[config.mk]
export PLATFORM = sky130hd
export DESIGN_NAME = bbsf_estimator
export DESIGN_NICKNAME = d
export VERILOG_FILES = /design/src/rtl/bbsf_pkg.sv /design/src/rtl/bbsf_estimator.sv
export SDC_FILE = /design/constraint.sdc
export NUM_CORES = 1
export LEC_CHECK = 0
export BUFFER_PORTS_ARGS = -buffer_cell sky130_fd_sc_hd__buf_2
export CORE_ASPECT_RATIO = 0.5
export CORE_UTILIZATION = 65
export DETAILED_ROUTE_END_ITERATION = 7
export PLACE_DENSITY = 0.88
export RECOVER_POWER = 50
export SLEW_MARGIN = 25
export SYNTH_ARGS = -nofsm -noshare
export SYNTH_HDL_FRONTEND = slang
export SYNTH_SLANG_ARGS = --single-unit
export TNS_END_PERCENT = 1
[constraint.sdc]
create_clock -name clk -period 20.7 [get_ports clk]
set_input_delay 4.14 -clock clk [delete_from_list [all_inputs] [get_ports clk]]
set_output_delay 4.14 -clock clk [all_outputs]
set_load 0.03 [all_outputs]
[src/rtl/bbsf_pkg.sv]
// Shared types, constants and register indexes of the ball and beam controller.
`timescale 1ns / 1ps

package bbsf_pkg;

  // Register indexes on the configuration port.
  localparam logic [2:0] REG_SETPOINT   = 3'd0;
  localparam logic [2:0] REG_ACTIVE     = 3'd1;
  localparam logic [2:0] REG_GAIN_POS   = 3'd2;
  localparam logic [2:0] REG_GAIN_VEL   = 3'd3;
  localparam logic [2:0] REG_GAIN_INT   = 3'd4;
  localparam logic [2:0] REG_CAL_SCALE  = 3'd5;
  localparam logic [2:0] REG_CAL_OFFSET = 3'd6;

  // Register reset values.
  localparam logic [14:0]        RST_SETPOINT   = 15'd3840;
  localparam logic               RST_ACTIVE     = 1'b0;
  localparam logic signed [23:0] RST_GAIN_POS   = -24'sd169319;
  localparam logic signed [23:0] RST_GAIN_VEL   = -24'sd53028;
  localparam logic signed [23:0] RST_GAIN_INT   = -24'sd1294;
  localparam logic [15:0]        RST_CAL_SCALE  = 16'd4088;
  localparam logic [14:0]        RST_CAL_OFFSET = 15'd671;

  // Loop constants.
  localparam logic [15:0]        RANGE_LIMIT_MM = 16'd2000;
  localparam logic [14:0]        POS_MAX        = 15'h7FFF;
  localparam logic signed [41:0] DRIVE_LIMIT    = 42'sd15360;
  localparam logic signed [16:0] NEUTRAL_Q8     = 17'sd30720;
  localparam logic [7:0]         ANGLE_NEUTRAL  = 8'd120;
  localparam logic [7:0]         ANGLE_MAX      = 8'd180;

  typedef struct packed {
    logic [14:0]        setpoint;
    logic               active;
    logic signed [23:0] gain_pos;
    logic signed [23:0] gain_vel;
    logic signed [23:0] gain_int;
    logic [15:0]        cal_scale;
    logic [14:0]        cal_offset;
  } bbsf_cfg_t;

  // Plant state handed from the estimator to the control law.
  typedef struct packed {
    logic [14:0]        position;
    logic signed [20:0] velocity;
    logic signed [31:0] error_sum;
  } bbsf_state_t;

endpackage

[src/rtl/bbsf_estimator.sv]
// Calibration, velocity and integrator stages of the ball and beam controller.
`timescale 1ns / 1ps

module bbsf_estimator (
  input  logic                 clk,
  input  logic                 rst_n,
  input  bbsf_pkg::bbsf_cfg_t  cfg,
  input  logic                 up_valid,
  output logic                 up_ready,
  input  logic [15:0]          range_mm,
  input  logic                 range_ok,
  output logic                 dn_valid,
  input  logic                 dn_ready,
  output bbsf_pkg::bbsf_state_t dn_state
);
  import bbsf_pkg::*;

  logic        a_v_r, a_v_nxt;
  logic [31:0] prod_r;
  logic        upd_r;
  logic        a_ready;
  logic        b_v_r, b_v_nxt;
  logic        b_ready;
  logic        b_load;
  logic [14:0] last_pos_r, last_pos_nxt;
  logic signed [31:0] esum_r, esum_nxt;
  bbsf_state_t st_r;

  logic signed [25:0] p_raw;
  logic [14:0]        pos_cal;
  logic [14:0]        pos;
  logic signed [15:0] diff;
  logic signed [20:0] diff_x;
  logic signed [20:0] vel;
  logic signed [32:0] esum_sum;
  logic signed [31:0] esum_sat;

  assign b_ready  = !b_v_r || dn_ready;
  assign a_ready  = !a_v_r || b_ready;
  assign b_load   = a_v_r && b_ready;
  assign up_ready = a_ready;
  assign a_v_nxt  = a_ready ? up_valid : a_v_r;
  assign b_v_nxt  = b_ready ? a_v_r : b_v_r;

  // Stage A: raw product and reading validity.
  always_ff @(posedge clk) begin
    if (!rst_n) begin
      a_v_r <= 1'b0;
    end else begin
      a_v_r <= a_v_nxt;
    end
    if (a_ready && up_valid) begin
      prod_r <= 32'(range_mm) * 32'(cfg.cal_scale);
      upd_r  <= range_ok && (range_mm < RANGE_LIMIT_MM);
    end
  end

  // Stage B: position, velocity and integrator.
  assign p_raw = $signed({2'b00, prod_r[31:8]}) - $signed({11'd0, cfg.cal_offset});

  always_comb begin
    if (p_raw < 26'sd0) begin
      pos_cal = 15'd0;
    end else if (p_raw > $signed({11'd0, POS_MAX})) begin
      pos_cal = POS_MAX;
    end else begin
      pos_cal = p_raw[14:0];
    end
  end

  assign pos    = upd_r ? pos_cal : last_pos_r;
  assign diff   = $signed({1'b0, pos}) - $signed({1'b0, last_pos_r});
  assign diff_x = 21'(diff);
  assign vel    = (diff_x <<< 4) + (diff_x <<< 2);

  assign esum_sum = 33'(esum_r) + 33'($signed({1'b0, cfg.setpoint}) - $signed({1'b0, pos}));

  always_comb begin
    if (esum_sum[32] != esum_sum[31]) begin
      esum_sat = esum_sum[32] ? {1'b1, 31'd0} : {1'b0, {31{1'b1}}};
    end else begin
      esum_sat = esum_sum[31:0];
    end
  end

  // The integrator clears when the loop is off; the drive still sees the held value.
  assign last_pos_nxt = b_load ? pos : last_pos_r;
  assign esum_nxt     = !b_load ? esum_r : (cfg.active ? esum_sat : 32'sd0);

  always_ff @(posedge clk) begin
    if (!rst_n) begin
      b_v_r      <= 1'b0;
      last_pos_r <= 15'd0;
      esum_r     <= 32'sd0;
    end else begin
      b_v_r      <= b_v_nxt;
      last_pos_r <= last_pos_nxt;
      esum_r     <= esum_nxt;
    end
    if (b_load) begin
      st_r.position  <= pos;
      st_r.velocity  <= vel;
      st_r.error_sum <= cfg.active ? esum_sat : esum_r;
    end
  end

  assign dn_valid = b_v_r;
  assign dn_state = st_r;

endmodule

==> metrics <==
status finished, violations left; failing checks capacitance limit, slew limit; Worst IR Drop VDD 125 uV; input/output buffers 135; drt first pass iters 5; die width 236 um; Setup-failing EPs final 0; cells after synthesis 1960; I/O pin count 210; most frequent cells in the layout inv_1, nand2_1, fa_1; layout cells sized above 1 5.87%; Worst path max stage delay 0.73 ns; GPL Wtd Cong 0.921; WL per Instance 18.3 um; slew margin rel. -104%; most common cell after layout, fill and taps aside inv_1; clock sink count 140; Synth Area in Simple Gates 15.8%; arrival time at the worst endpoint 13.06 ns; total track usage 32.0%; PwrDens 142 mW/mm^2; initial antenna violation count 0; first-pass GRT wire length 71.8 mm; Leak Pwr 0.00898 uW; utilization after layout 71.9%; hold crit path type flop to flop; drt via density 6.14; Final min period 12.82 ns; Site Rows 42; Congestion Overflow GR 0; # H-tree levels 4; Post-Syn Area 0.0178 mm^2; CTS tree done; CP Capture Type flop; Final ANT Viol Nets 0; Crit-path slowest cell nand2_1; CP dominant cell by count o21ai_0; hold endpoint esum_r[15]; Post-synth EDFFs 91; Post-CTS Setup Bufs 0; RSZ-0062 raised after global routing no; #FFs+latches synth 140; vias in the first global route 14700; Worst Clk Skew 0.00773 ns; main combinational cell family by area after synthesis adder cells; Hold Path Cell Cnt 2; fin worst setup slack 7.88 ns; DRT iter0 DRCs 1261; Netlist cell types 75; mux contribution to synthesized area 0.169%; Main synth FF type edfxtp_1; clk_lat worst skew 0.43 ns; Ys Warns 0; worst-path maximum fanout 27; r2r endpoint dn_state[12]; syn avg cell area 9.06 um^2; Fin Setup TNS 0 ns; Fmax 78.0 MHz; Max Buffers Root-to-Sink 2; Synth Area in Adders 35.9%; worst flop-to-flop path startpoint prod_r[9]; post_cts resized 0; max-slew violations 65; Max-Cap Viols 1; CP Class primary input to flop; setup slack, reg-to-reg 11.32 ns; DR vias 14800; CP required 20.94 ns; sequential area share after synthesis 20.9%; final worst-path cycle share 61.9%; Final Hold Viols 0; die height 119 um; largest net degree at the start of global routing 65; Core Footprint 0.0266 mm^2; Routed WL 44.2 mm; Worst-Margin Slew 3.06 ns; worst slack at placement 7.69 ns; final-stage net count 2580; Worst R2R Path Depth 31; Power Total 2720 uW; Hold Path Origin esum_r[15]; Worst-path clk slew 0.06 ns; clk root buf clkbuf_16; total CTS buffers 17; DP Wirelength 32.8 mm; DRC viols 0; Initial Utilization 66.7%; Synth Area in Compound Gates 15.2%; Area Growth Syn to Fin 7.94%; async set-reset flop share out of synthesis 0%; Ant. Diodes 0; # hold bufs at CTS 0; XOR/XNOR share of the synthesized area 3.95%; CP startpoint kind primary input; Die ar. 0.0280 mm^2
Yosys cell counts (all sizes together) (3+ instances only):
master / number / area (um^2)
fa: 198 / 3960
o31ai: 5 / 37.5
o21a: 23 / 173
a31oi: 14 / 87.6
nand2b: 14 / 87.6
nor2: 93 / 349
a21o: 41 / 308
and3: 9 / 56.3
or3: 5 / 31.3
o2111ai: 3 / 26.3
or2: 6 / 37.5
o41a: 3 / 33.8
a21oi: 79 / 410
nor3: 30 / 150
a311oi: 15 / 131
buf: 12 / 76.3
dfxtp: 49 / 981
and2: 102 / 638
edfxtp: 91 / 2730
clkbuf: 60 / 225
a221oi: 24 / 210
a211o: 7 / 61.3
a2111oi: 4 / 35.0
a41o: 4 / 40.0
inv: 296 / 1110
nor2b: 22 / 138
nand3: 55 / 275
a211oi: 14 / 105
o31a: 3 / 26.3
nor3b: 4 / 30.0
nand4: 8 / 50.1
xnor2: 55 / 482
ha: 193 / 2410
o211ai: 20 / 164
a41oi: 3 / 33.8
a311o: 13 / 130
o21bai: 12 / 90.1
o21ai: 70 / 350
nand2: 229 / 860
mux2i: 3 / 30.0
xor2: 25 / 219
a21boi: 10 / 75.1
report_power, final:
group / internal [uW] / switching [uW] / total (uW)
Combinational: 819 / 1110 / 1920
Sequential: 449 / 19.9 / 469
Clock: 191 / 130 / 321
layer usage:
| layer | global-route usage (%) | wire [um] | vias up |
|---|---|---|---|
| met2 | 55.3 | 21300 | 736 |
| li1 | - | - | 6806 |
| met4 | 10.7 | 1260 | 0 |
| met1 | 41.1 | 17900 | 7142 |
| met3 | 5.66 | 3780 | 129 |
| met5 | 0 | 0 | - |
area by class of cell:
type / instances / area [um^2]
Clock inverter: 15 / 189
Inverter: 297 / 1120
Tap cell: 352 / 440
Clock buffer: 17 / 425
Fill cell: 1982 / 7470
Timing Repair Buffer: 141 / 627
Sequential cell: 140 / 3710
Multi-Input combinational cell: 1452 / 12700
flip-flops by register name (all words and copies together) (netlist names):
name	count
dn_state	66
esum_r	32
prod_r	24
last_pos_r	15
a_v_r	1
dn_valid	1
upd_r	1
worst max-delay path, delay by kind of cell:
kind	cells	cell delay (ns)
xor gates and xnor gates	1	0.11
adders and majority gates	4	1.41
and+or+nand+nor	6	2.44
buffers and inverters	2	0.15
AOI/OAI and AO/OA	20	4.81
per-stage QoR:
stage,cell area (um^2),hold slack [ns],instances
final,19200,0.502,2414
after floorplan,17800,0.450,1961
after global routing,19200,0.515,2414
after global placement,18600,0.468,2382
after detailed placement,18600,0.484,2382
after CTS,19300,0.503,2414
how the worst max path moves through the flow:
stage,slack (ns),startpoint,cells past startpoint,to
finish,7.88,cfg[1],33,dn_state[12]
CTS,8.00,cfg[1],33,dn_state[17]
floorplan,8.90,cfg[2],33,esum_r[10]
global route,7.20,cfg[1],33,dn_state[12]
global placement,7.83,cfg[2],32,dn_state[17]
detailed placement,7.69,cfg[1],33,dn_state[17]
cell families (layout without fill, tap and decap cells):
logic type      after synthesis  count (layout)
fa+ha+maj                   391             391
simple gates                590             590
other cells                   1               2
flops                       140             140
compound gates              386             386
mux                           3               3
buf+inv                     369             470
xor+xnor                     80              80
Power figures use the tool's default switching activity.
