File: config.mk
export PLATFORM = sky130hd
export DESIGN_NAME = bbsf_control_law
export DESIGN_NICKNAME = d
export VERILOG_FILES = /design/src/rtl/bbsf_pkg.sv /design/src/rtl/bbsf_control_law.sv
export SDC_FILE = /design/constraint.sdc
export NUM_CORES = 2
export LEC_CHECK = 0
export BUFFER_PORTS_ARGS = -buffer_cell sky130_fd_sc_hd__buf_4
export CORE_UTILIZATION = 31
export DETAILED_ROUTE_END_ITERATION = 8
export PLACE_DENSITY = 0.5
export SLEW_MARGIN = 20
export SYNTH_ARGS = -nofsm -noshare
export SYNTH_HDL_FRONTEND = slang
export SYNTH_SLANG_ARGS = --single-unit
File: constraint.sdc
create_clock -name clk -period 10.3 [get_ports clk]
set_input_delay 1.03 -clock clk [delete_from_list [all_inputs] [get_ports clk]]
set_output_delay 1.03 -clock clk [all_outputs]
set_load 0.03 [all_outputs]
File: src/rtl/bbsf_pkg.sv
// Shared types, constants and register indexes of the ball and beam controller.
`timescale 1ns / 1ps

package bbsf_pkg;

  // Register indexes on the configuration port.
  localparam logic [2:0] REG_SETPOINT   = 3'd0;
  localparam logic [2:0] REG_ACTIVE     = 3'd1;
  localparam logic [2:0] REG_GAIN_POS   = 3'd2;
  localparam logic [2:0] REG_GAIN_VEL   = 3'd3;
  localparam logic [2:0] REG_GAIN_INT   = 3'd4;
  localparam logic [2:0] REG_CAL_SCALE  = 3'd5;
  localparam logic [2:0] REG_CAL_OFFSET = 3'd6;

  // Register reset values.
  localparam logic [14:0]        RST_SETPOINT   = 15'd3840;
  localparam logic               RST_ACTIVE     = 1'b0;
  localparam logic signed [23:0] RST_GAIN_POS   = -24'sd169319;
  localparam logic signed [23:0] RST_GAIN_VEL   = -24'sd53028;
  localparam logic signed [23:0] RST_GAIN_INT   = -24'sd1294;
  localparam logic [15:0]        RST_CAL_SCALE  = 16'd4088;
  localparam logic [14:0]        RST_CAL_OFFSET = 15'd671;

  // Loop constants.
  localparam logic [15:0]        RANGE_LIMIT_MM = 16'd2000;
  localparam logic [14:0]        POS_MAX        = 15'h7FFF;
  localparam logic signed [41:0] DRIVE_LIMIT    = 42'sd15360;
  localparam logic signed [16:0] NEUTRAL_Q8     = 17'sd30720;
  localparam logic [7:0]         ANGLE_NEUTRAL  = 8'd120;
  localparam logic [7:0]         ANGLE_MAX      = 8'd180;

  typedef struct packed {
    logic [14:0]        setpoint;
    logic               active;
    logic signed [23:0] gain_pos;
    logic signed [23:0] gain_vel;
    logic signed [23:0] gain_int;
    logic [15:0]        cal_scale;
    logic [14:0]        cal_offset;
  } bbsf_cfg_t;

  // Plant state handed from the estimator to the control law.
  typedef struct packed {
    logic [14:0]        position;
    logic signed [20:0] velocity;
    logic signed [31:0] error_sum;
  } bbsf_state_t;

endpackage

File: src/rtl/bbsf_control_law.sv
// Gain products, drive clamp and servo angle stages of the ball and beam controller.
`timescale 1ns / 1ps

module bbsf_control_law (
  input  logic                  clk,
  input  logic                  rst_n,
  input  bbsf_pkg::bbsf_cfg_t   cfg,
  input  logic                  up_valid,
  output logic                  up_ready,
  input  bbsf_pkg::bbsf_state_t up_state,
  output logic                  dn_valid,
  input  logic                  dn_ready,
  output logic [7:0]            servo_angle,
  output logic [14:0]           position,
  output logic [20:0]           velocity,
  output logic [14:0]           drive
);
  import bbsf_pkg::*;

  logic c_v_r, c_v_nxt, c_ready;
  logic d_v_r, d_v_nxt, d_ready;
  logic d_load;

  logic signed [39:0] prod_pos, prod_pos_r;
  logic signed [44:0] prod_vel, prod_vel_r;
  logic signed [55:0] prod_int, prod_int_r;
  logic [14:0]        pos_c_r;
  logic signed [20:0] vel_c_r;

  logic signed [57:0] acc;
  logic signed [41:0] u_full;
  logic signed [14:0] u_clamp;
  logic signed [16:0] angle_q8;
  logic [7:0]         angle;

  logic [7:0]  angle_r;
  logic [14:0] pos_d_r;
  logic [20:0] vel_d_r;
  logic [14:0] drive_r;

  assign d_ready  = !d_v_r || dn_ready;
  assign c_ready  = !c_v_r || d_ready;
  assign d_load   = c_v_r && d_ready;
  assign up_ready = c_ready;
  assign c_v_nxt  = c_ready ? up_valid : c_v_r;
  assign d_v_nxt  = d_ready ? c_v_r : d_v_r;

  // Stage C: the three gain products.
  assign prod_pos = cfg.gain_pos * $signed({1'b0, up_state.position});
  assign prod_vel = cfg.gain_vel * up_state.velocity;
  assign prod_int = cfg.gain_int * up_state.error_sum;

  always_ff @(posedge clk) begin
    if (!rst_n) begin
      c_v_r <= 1'b0;
    end else begin
      c_v_r <= c_v_nxt;
    end
    if (c_ready && up_valid) begin
      prod_pos_r <= prod_pos;
      prod_vel_r <= prod_vel;
      prod_int_r <= prod_int;
      pos_c_r    <= up_state.position;
      vel_c_r    <= up_state.velocity;
    end
  end

  // Stage D: sum, floor shift by 16, clamp and angle.
  assign acc    = 58'(prod_int_r) - 58'(prod_pos_r) - 58'(prod_vel_r);
  assign u_full = acc[57:16];

  always_comb begin
    if (u_full > DRIVE_LIMIT) begin
      u_clamp = 15'(DRIVE_LIMIT);
    end else if (u_full < -DRIVE_LIMIT) begin
      u_clamp = 15'(-DRIVE_LIMIT);
    end else begin
      u_clamp = u_full[14:0];
    end
  end

  // The clamped drive keeps this difference positive, so a shift truncates correctly.
  assign angle_q8 = NEUTRAL_Q8 - 17'(u_clamp);

  always_comb begin
    if (!cfg.active) begin
      angle = ANGLE_NEUTRAL;
    end else if (angle_q8[15:8] > ANGLE_MAX) begin
      angle = ANGLE_MAX;
    end else begin
      angle = angle_q8[15:8];
    end
  end

  always_ff @(posedge clk) begin
    if (!rst_n) begin
      d_v_r <= 1'b0;
    end else begin
      d_v_r <= d_v_nxt;
    end
    if (d_load) begin
      angle_r <= angle;
      pos_d_r <= pos_c_r;
      vel_d_r <= vel_c_r;
      drive_r <= u_clamp;
    end
  end

  assign dn_valid    = d_v_r;
  assign servo_angle = angle_r;
  assign position    = pos_d_r;
  assign velocity    = vel_d_r;
  assign drive       = drive_r;

endmodule

==> impl_table.tex <==
\begin{tabular}{lr}
\hline
Metric & Value \\
\hline
\multicolumn{2}{l}{\textbf{Outcome}} \\
Run status & completed \\
\multicolumn{2}{l}{\textbf{Worst hold path}} \\
Kind of path behind the tightest hold check & register to register \\
Start point of the worst hold path & vel\_c\_r[10] \\
\multicolumn{2}{l}{\textbf{Synthesis}} \\
Share of async-settable or async-resettable flops after synthesis & 0 \\
Register bit count reported by yosys & 238 \\
Net count after synthesis & 9,466 \\
Netlist area before placement & 69,000 µm² \\
Largest cells by area after synthesis & sky130\_fd\_sc\_hd\_\_fa\_1 49\%, sky130\_fd\_sc\_hd\_\_edfxtp\_1 10\%, sky130\_fd\_sc\_hd\_\_inv\_1 9.3\% \\
Average instance area after synthesis & 9.65 µm² \\
Synth top area share & 0.495 \\
Sequential-to-total area share from yosys stat & 0.103 \\
List of most frequent post-synthesis cells & 1,704 x sky130\_fd\_sc\_hd\_\_fa\_1, 1,700 x sky130\_fd\_sc\_hd\_\_inv\_1, 1,125 x sky130\_fd\_sc\_hd\_\_nand2\_1 \\
Number of enable flip-flop cells after synthesis & 236 \\
Leading register cell type out of synthesis & sky130\_fd\_sc\_hd\_\_edfxtp\_1 \\
Leading cell type by number of instances after synthesis & sky130\_fd\_sc\_hd\_\_fa\_1 \\
Synth Instances & 7,149 \\
Library cell occupying the most area in the post-synthesis netlist & sky130\_fd\_sc\_hd\_\_fa\_1 \\
Number of distinct standard cells referenced by the synthesized netlist & 76 \\
Number of warnings issued by yosys & 0 \\
\multicolumn{2}{l}{\textbf{Critical path}} \\
Critical path type & input pin to register \\
Worst r2r src & prod\_pos\_r[12] \\
Maximum fanout along the worst path & 25 \\
Critical path data arrival time & 8.78 ns \\
Data required, critical path & 10.66 ns \\
Kind of end point of the critical path & register \\
Category of the worst setup path launch point & input pin \\
Cell with the largest stage delay on the worst path & sky130\_fd\_sc\_hd\_\_o31ai\_1 \\
Slowest cell delay on critical path & 0.70 ns \\
Start point of the critical path & up\_state[35] \\
\multicolumn{2}{l}{\textbf{Final layout}} \\
Number of nets in the layout & 9,407 \\
FILL cells & 22.9k \\
FF+latch area & 7130 µm² \\
Area added between synthesis and finish & 7.65\% \\
Fraction of layout cells with a size suffix above 1 & 0.0408 \\
Total area of multi-input combinational cells & 54,300 µm² \\
\multicolumn{2}{l}{\textbf{Timing}} \\
Hold Violations, Final & 0 \\
Max-slew violation count & 0 \\
Final critical delay including setup and external delays & 8.42 ns \\
Number of setup violations in the final report & 0 \\
Rel. slew slack & 0.357 \\
Final worst-path cycle share & 0.818 \\
Highest Clock Rate & 119 MHz \\
Min Hold Slack & 0.406 ns \\
RSZ-0062 raised after global routing & false \\
Post-route clock skew & 0.0281 ns \\
Actual transition at the worst max-transition pin & 0.965 ns \\
Setup total negative slack & 0 ns \\
\multicolumn{2}{l}{\textbf{Global route}} \\
Overall Global Routing Usage & 0.173 \\
Via count of the first global-routing pass & 52.6k \\
Maximum number of pins on one net before global-route repair & 143 \\
Total overflow reported by the global router & 0 \\
Wire length of the first global-routing pass & 302,000 µm \\
Antenna violations before repair & 14 \\
\multicolumn{2}{l}{\textbf{Clocking}} \\
Number of buffers on the longest clock path & 3 \\
CTS H-tree lvls & 1 \\
Hold buffers post-CTS & 0 \\
Clock transition at path regs & 0.07 ns \\
Post-cts repair resize count & 0 \\
Post-CTS Setup Repair Bufs & 0 \\
Number of buffers added by the clock tree synthesis step & 30 \\
Worst-Skew Late Latency & 0.64 ns \\
CTS tree & done \\
Num Clock Sinks & 238 \\
CTS Root Buffer Type & sky130\_fd\_sc\_hd\_\_clkbuf\_16 \\
\multicolumn{2}{l}{\textbf{Routing}} \\
Via/cell ratio & 4.71 \\
Vias post-DR & 47.5k \\
Detail Route Antenna Nets & 0 \\
Routed length per placed instance & 18.8 µm \\
DR pass1 iterations & 5 \\
WL final & 189,000 µm \\
Violation count after the first detailed-route iteration & 2,469 \\
DRC viols & 0 \\
\multicolumn{2}{l}{\textbf{Placed design}} \\
Placer's final routability congestion estimate & 0.838 \\
Buffers on Ports & 205 \\
HPWL after detailed placement & 146,000 µm \\
\multicolumn{2}{l}{\textbf{Floorplanning}} \\
Die Height & 474 µm \\
CORE AREA & 220,000 µm² \\
Die outline area & 224,000 µm² \\
Cell Rows & 172 \\
Ports placed on the boundary & 252 \\
Starting Density & 0.313 \\
Die width & 474 µm \\
\multicolumn{2}{l}{\textbf{Run}} \\
Max capacitance violation total & 0 \\
\hline
\end{tabular}
## kinds of logic (layout without fill, tap and decap cells)
logic type	count (synthesis)	in the layout	synth area share
AOI/OAI and AO/OA	526	526	0.0501
xor gates and xnor gates	182	182	0.0231
adders and majority gates	2126	2126	0.571
buffers and inverters	2003	1968	0.109
DFF	238	238	0.103
muxes	4	4	0.000599
other	0	10	0
and+or+nand+nor	2070	2070	0.142
## metrics by stage
stage / setup WS (ns) / instance area [µm²] / instances / util
2_1_floorplan: 2.37 / 69000 / 7149 / -
3_3_place_gp: 1.20 / 73100 / 10000 / 0.332
3_5_place_dp: 1.16 / 73100 / 10000 / 0.332
4_1_cts: 1.82 / 74200 / 10100 / 0.337
5_1_grt: 1.39 / 74200 / 10100 / 0.337
6_report: 1.88 / 74200 / 10100 / 0.337
## routing by layer
layer | up-vias | part of all wire | GRT usage
met4 | 0 | 0.018 | 0.0343
li1 | 21000 | - | -
met2 | 1206 | 0.49 | 0.295
met1 | 25100 | 0.44 | 0.239
met5 | - | 0 | 0
met3 | 162 | 0.051 | 0.0172
## worst max-delay path: cells and delay by family
kind / cells / cell delay [ns]
adders and majority gates: 8 / 3.35
AOI/OAI and AO/OA: 11 / 3.11
buffers and inverters: 6 / 0.56
xor gates and xnor gates: 1 / 0.42
and+or+nand+nor: 2 / 0.27
## layout by cell type, fill, tap and decap left out, drive strengths merged, types with 9 or more instances in the layout
cell / netlist / final
o21bai: 25 / 25
edfxtp: 236 / 236
nand4: 20 / 20
diode: 0 / 10
or3: 18 / 18
and2: 564 / 564
nor2: 115 / 115
buf: 3 / 212
nand2b: 78 / 78
clkbuf: 300 / 33
a21oi: 158 / 158
o21a: 29 / 29
or2: 10 / 10
nand3: 41 / 41
xor2: 49 / 49
o211ai: 12 / 12
a21o: 99 / 99
nor2b: 21 / 21
a21boi: 11 / 11
fa: 1704 / 1704
xnor2: 133 / 133
a211oi: 14 / 14
nor3: 30 / 30
a41oi: 9 / 9
o31ai: 10 / 10
nand2: 1125 / 1125
a31oi: 14 / 14
ha: 422 / 422
and3: 15 / 15
inv: 1700 / 1707
o21ai: 83 / 83
## final timing paths
kind | end | slack (ns) | cells after the start
setup / recovery | prod_vel_r[43] | 1.88 | 28
hold / removal | velocity[10] | 0.41 | 0
setup reg to reg | servo_angle[5] | 4.06 | 17
hold reg to reg | velocity[10] | 0.41 | 0
## cell type report
cell class / instances / area share
inverter: 1700 / 0.0860
clock buffer: 33 / 0.0106
tap: 2958 / 0.0499
sequential: 238 / 0.0960
multi-input combinational: 4908 / 0.732
antenna: 10 / 0.000337
timing repair buffer: 212 / 0.0216
clock inverter: 23 / 0.00391
## sequential cells by signal, indices dropped and copies added (netlist names)
register,flops
pos_c_r,15
vel_c_r,21
c_v_r,1
prod_pos_r,40
position,15
drive,15
prod_vel_r,45
servo_angle,8
velocity,21
prod_int_r,56
dn_valid,1
Power is left out: the tool's default activity adds up to more than one toggle a clock period on the data nets, which glitch-free logic cannot reach.
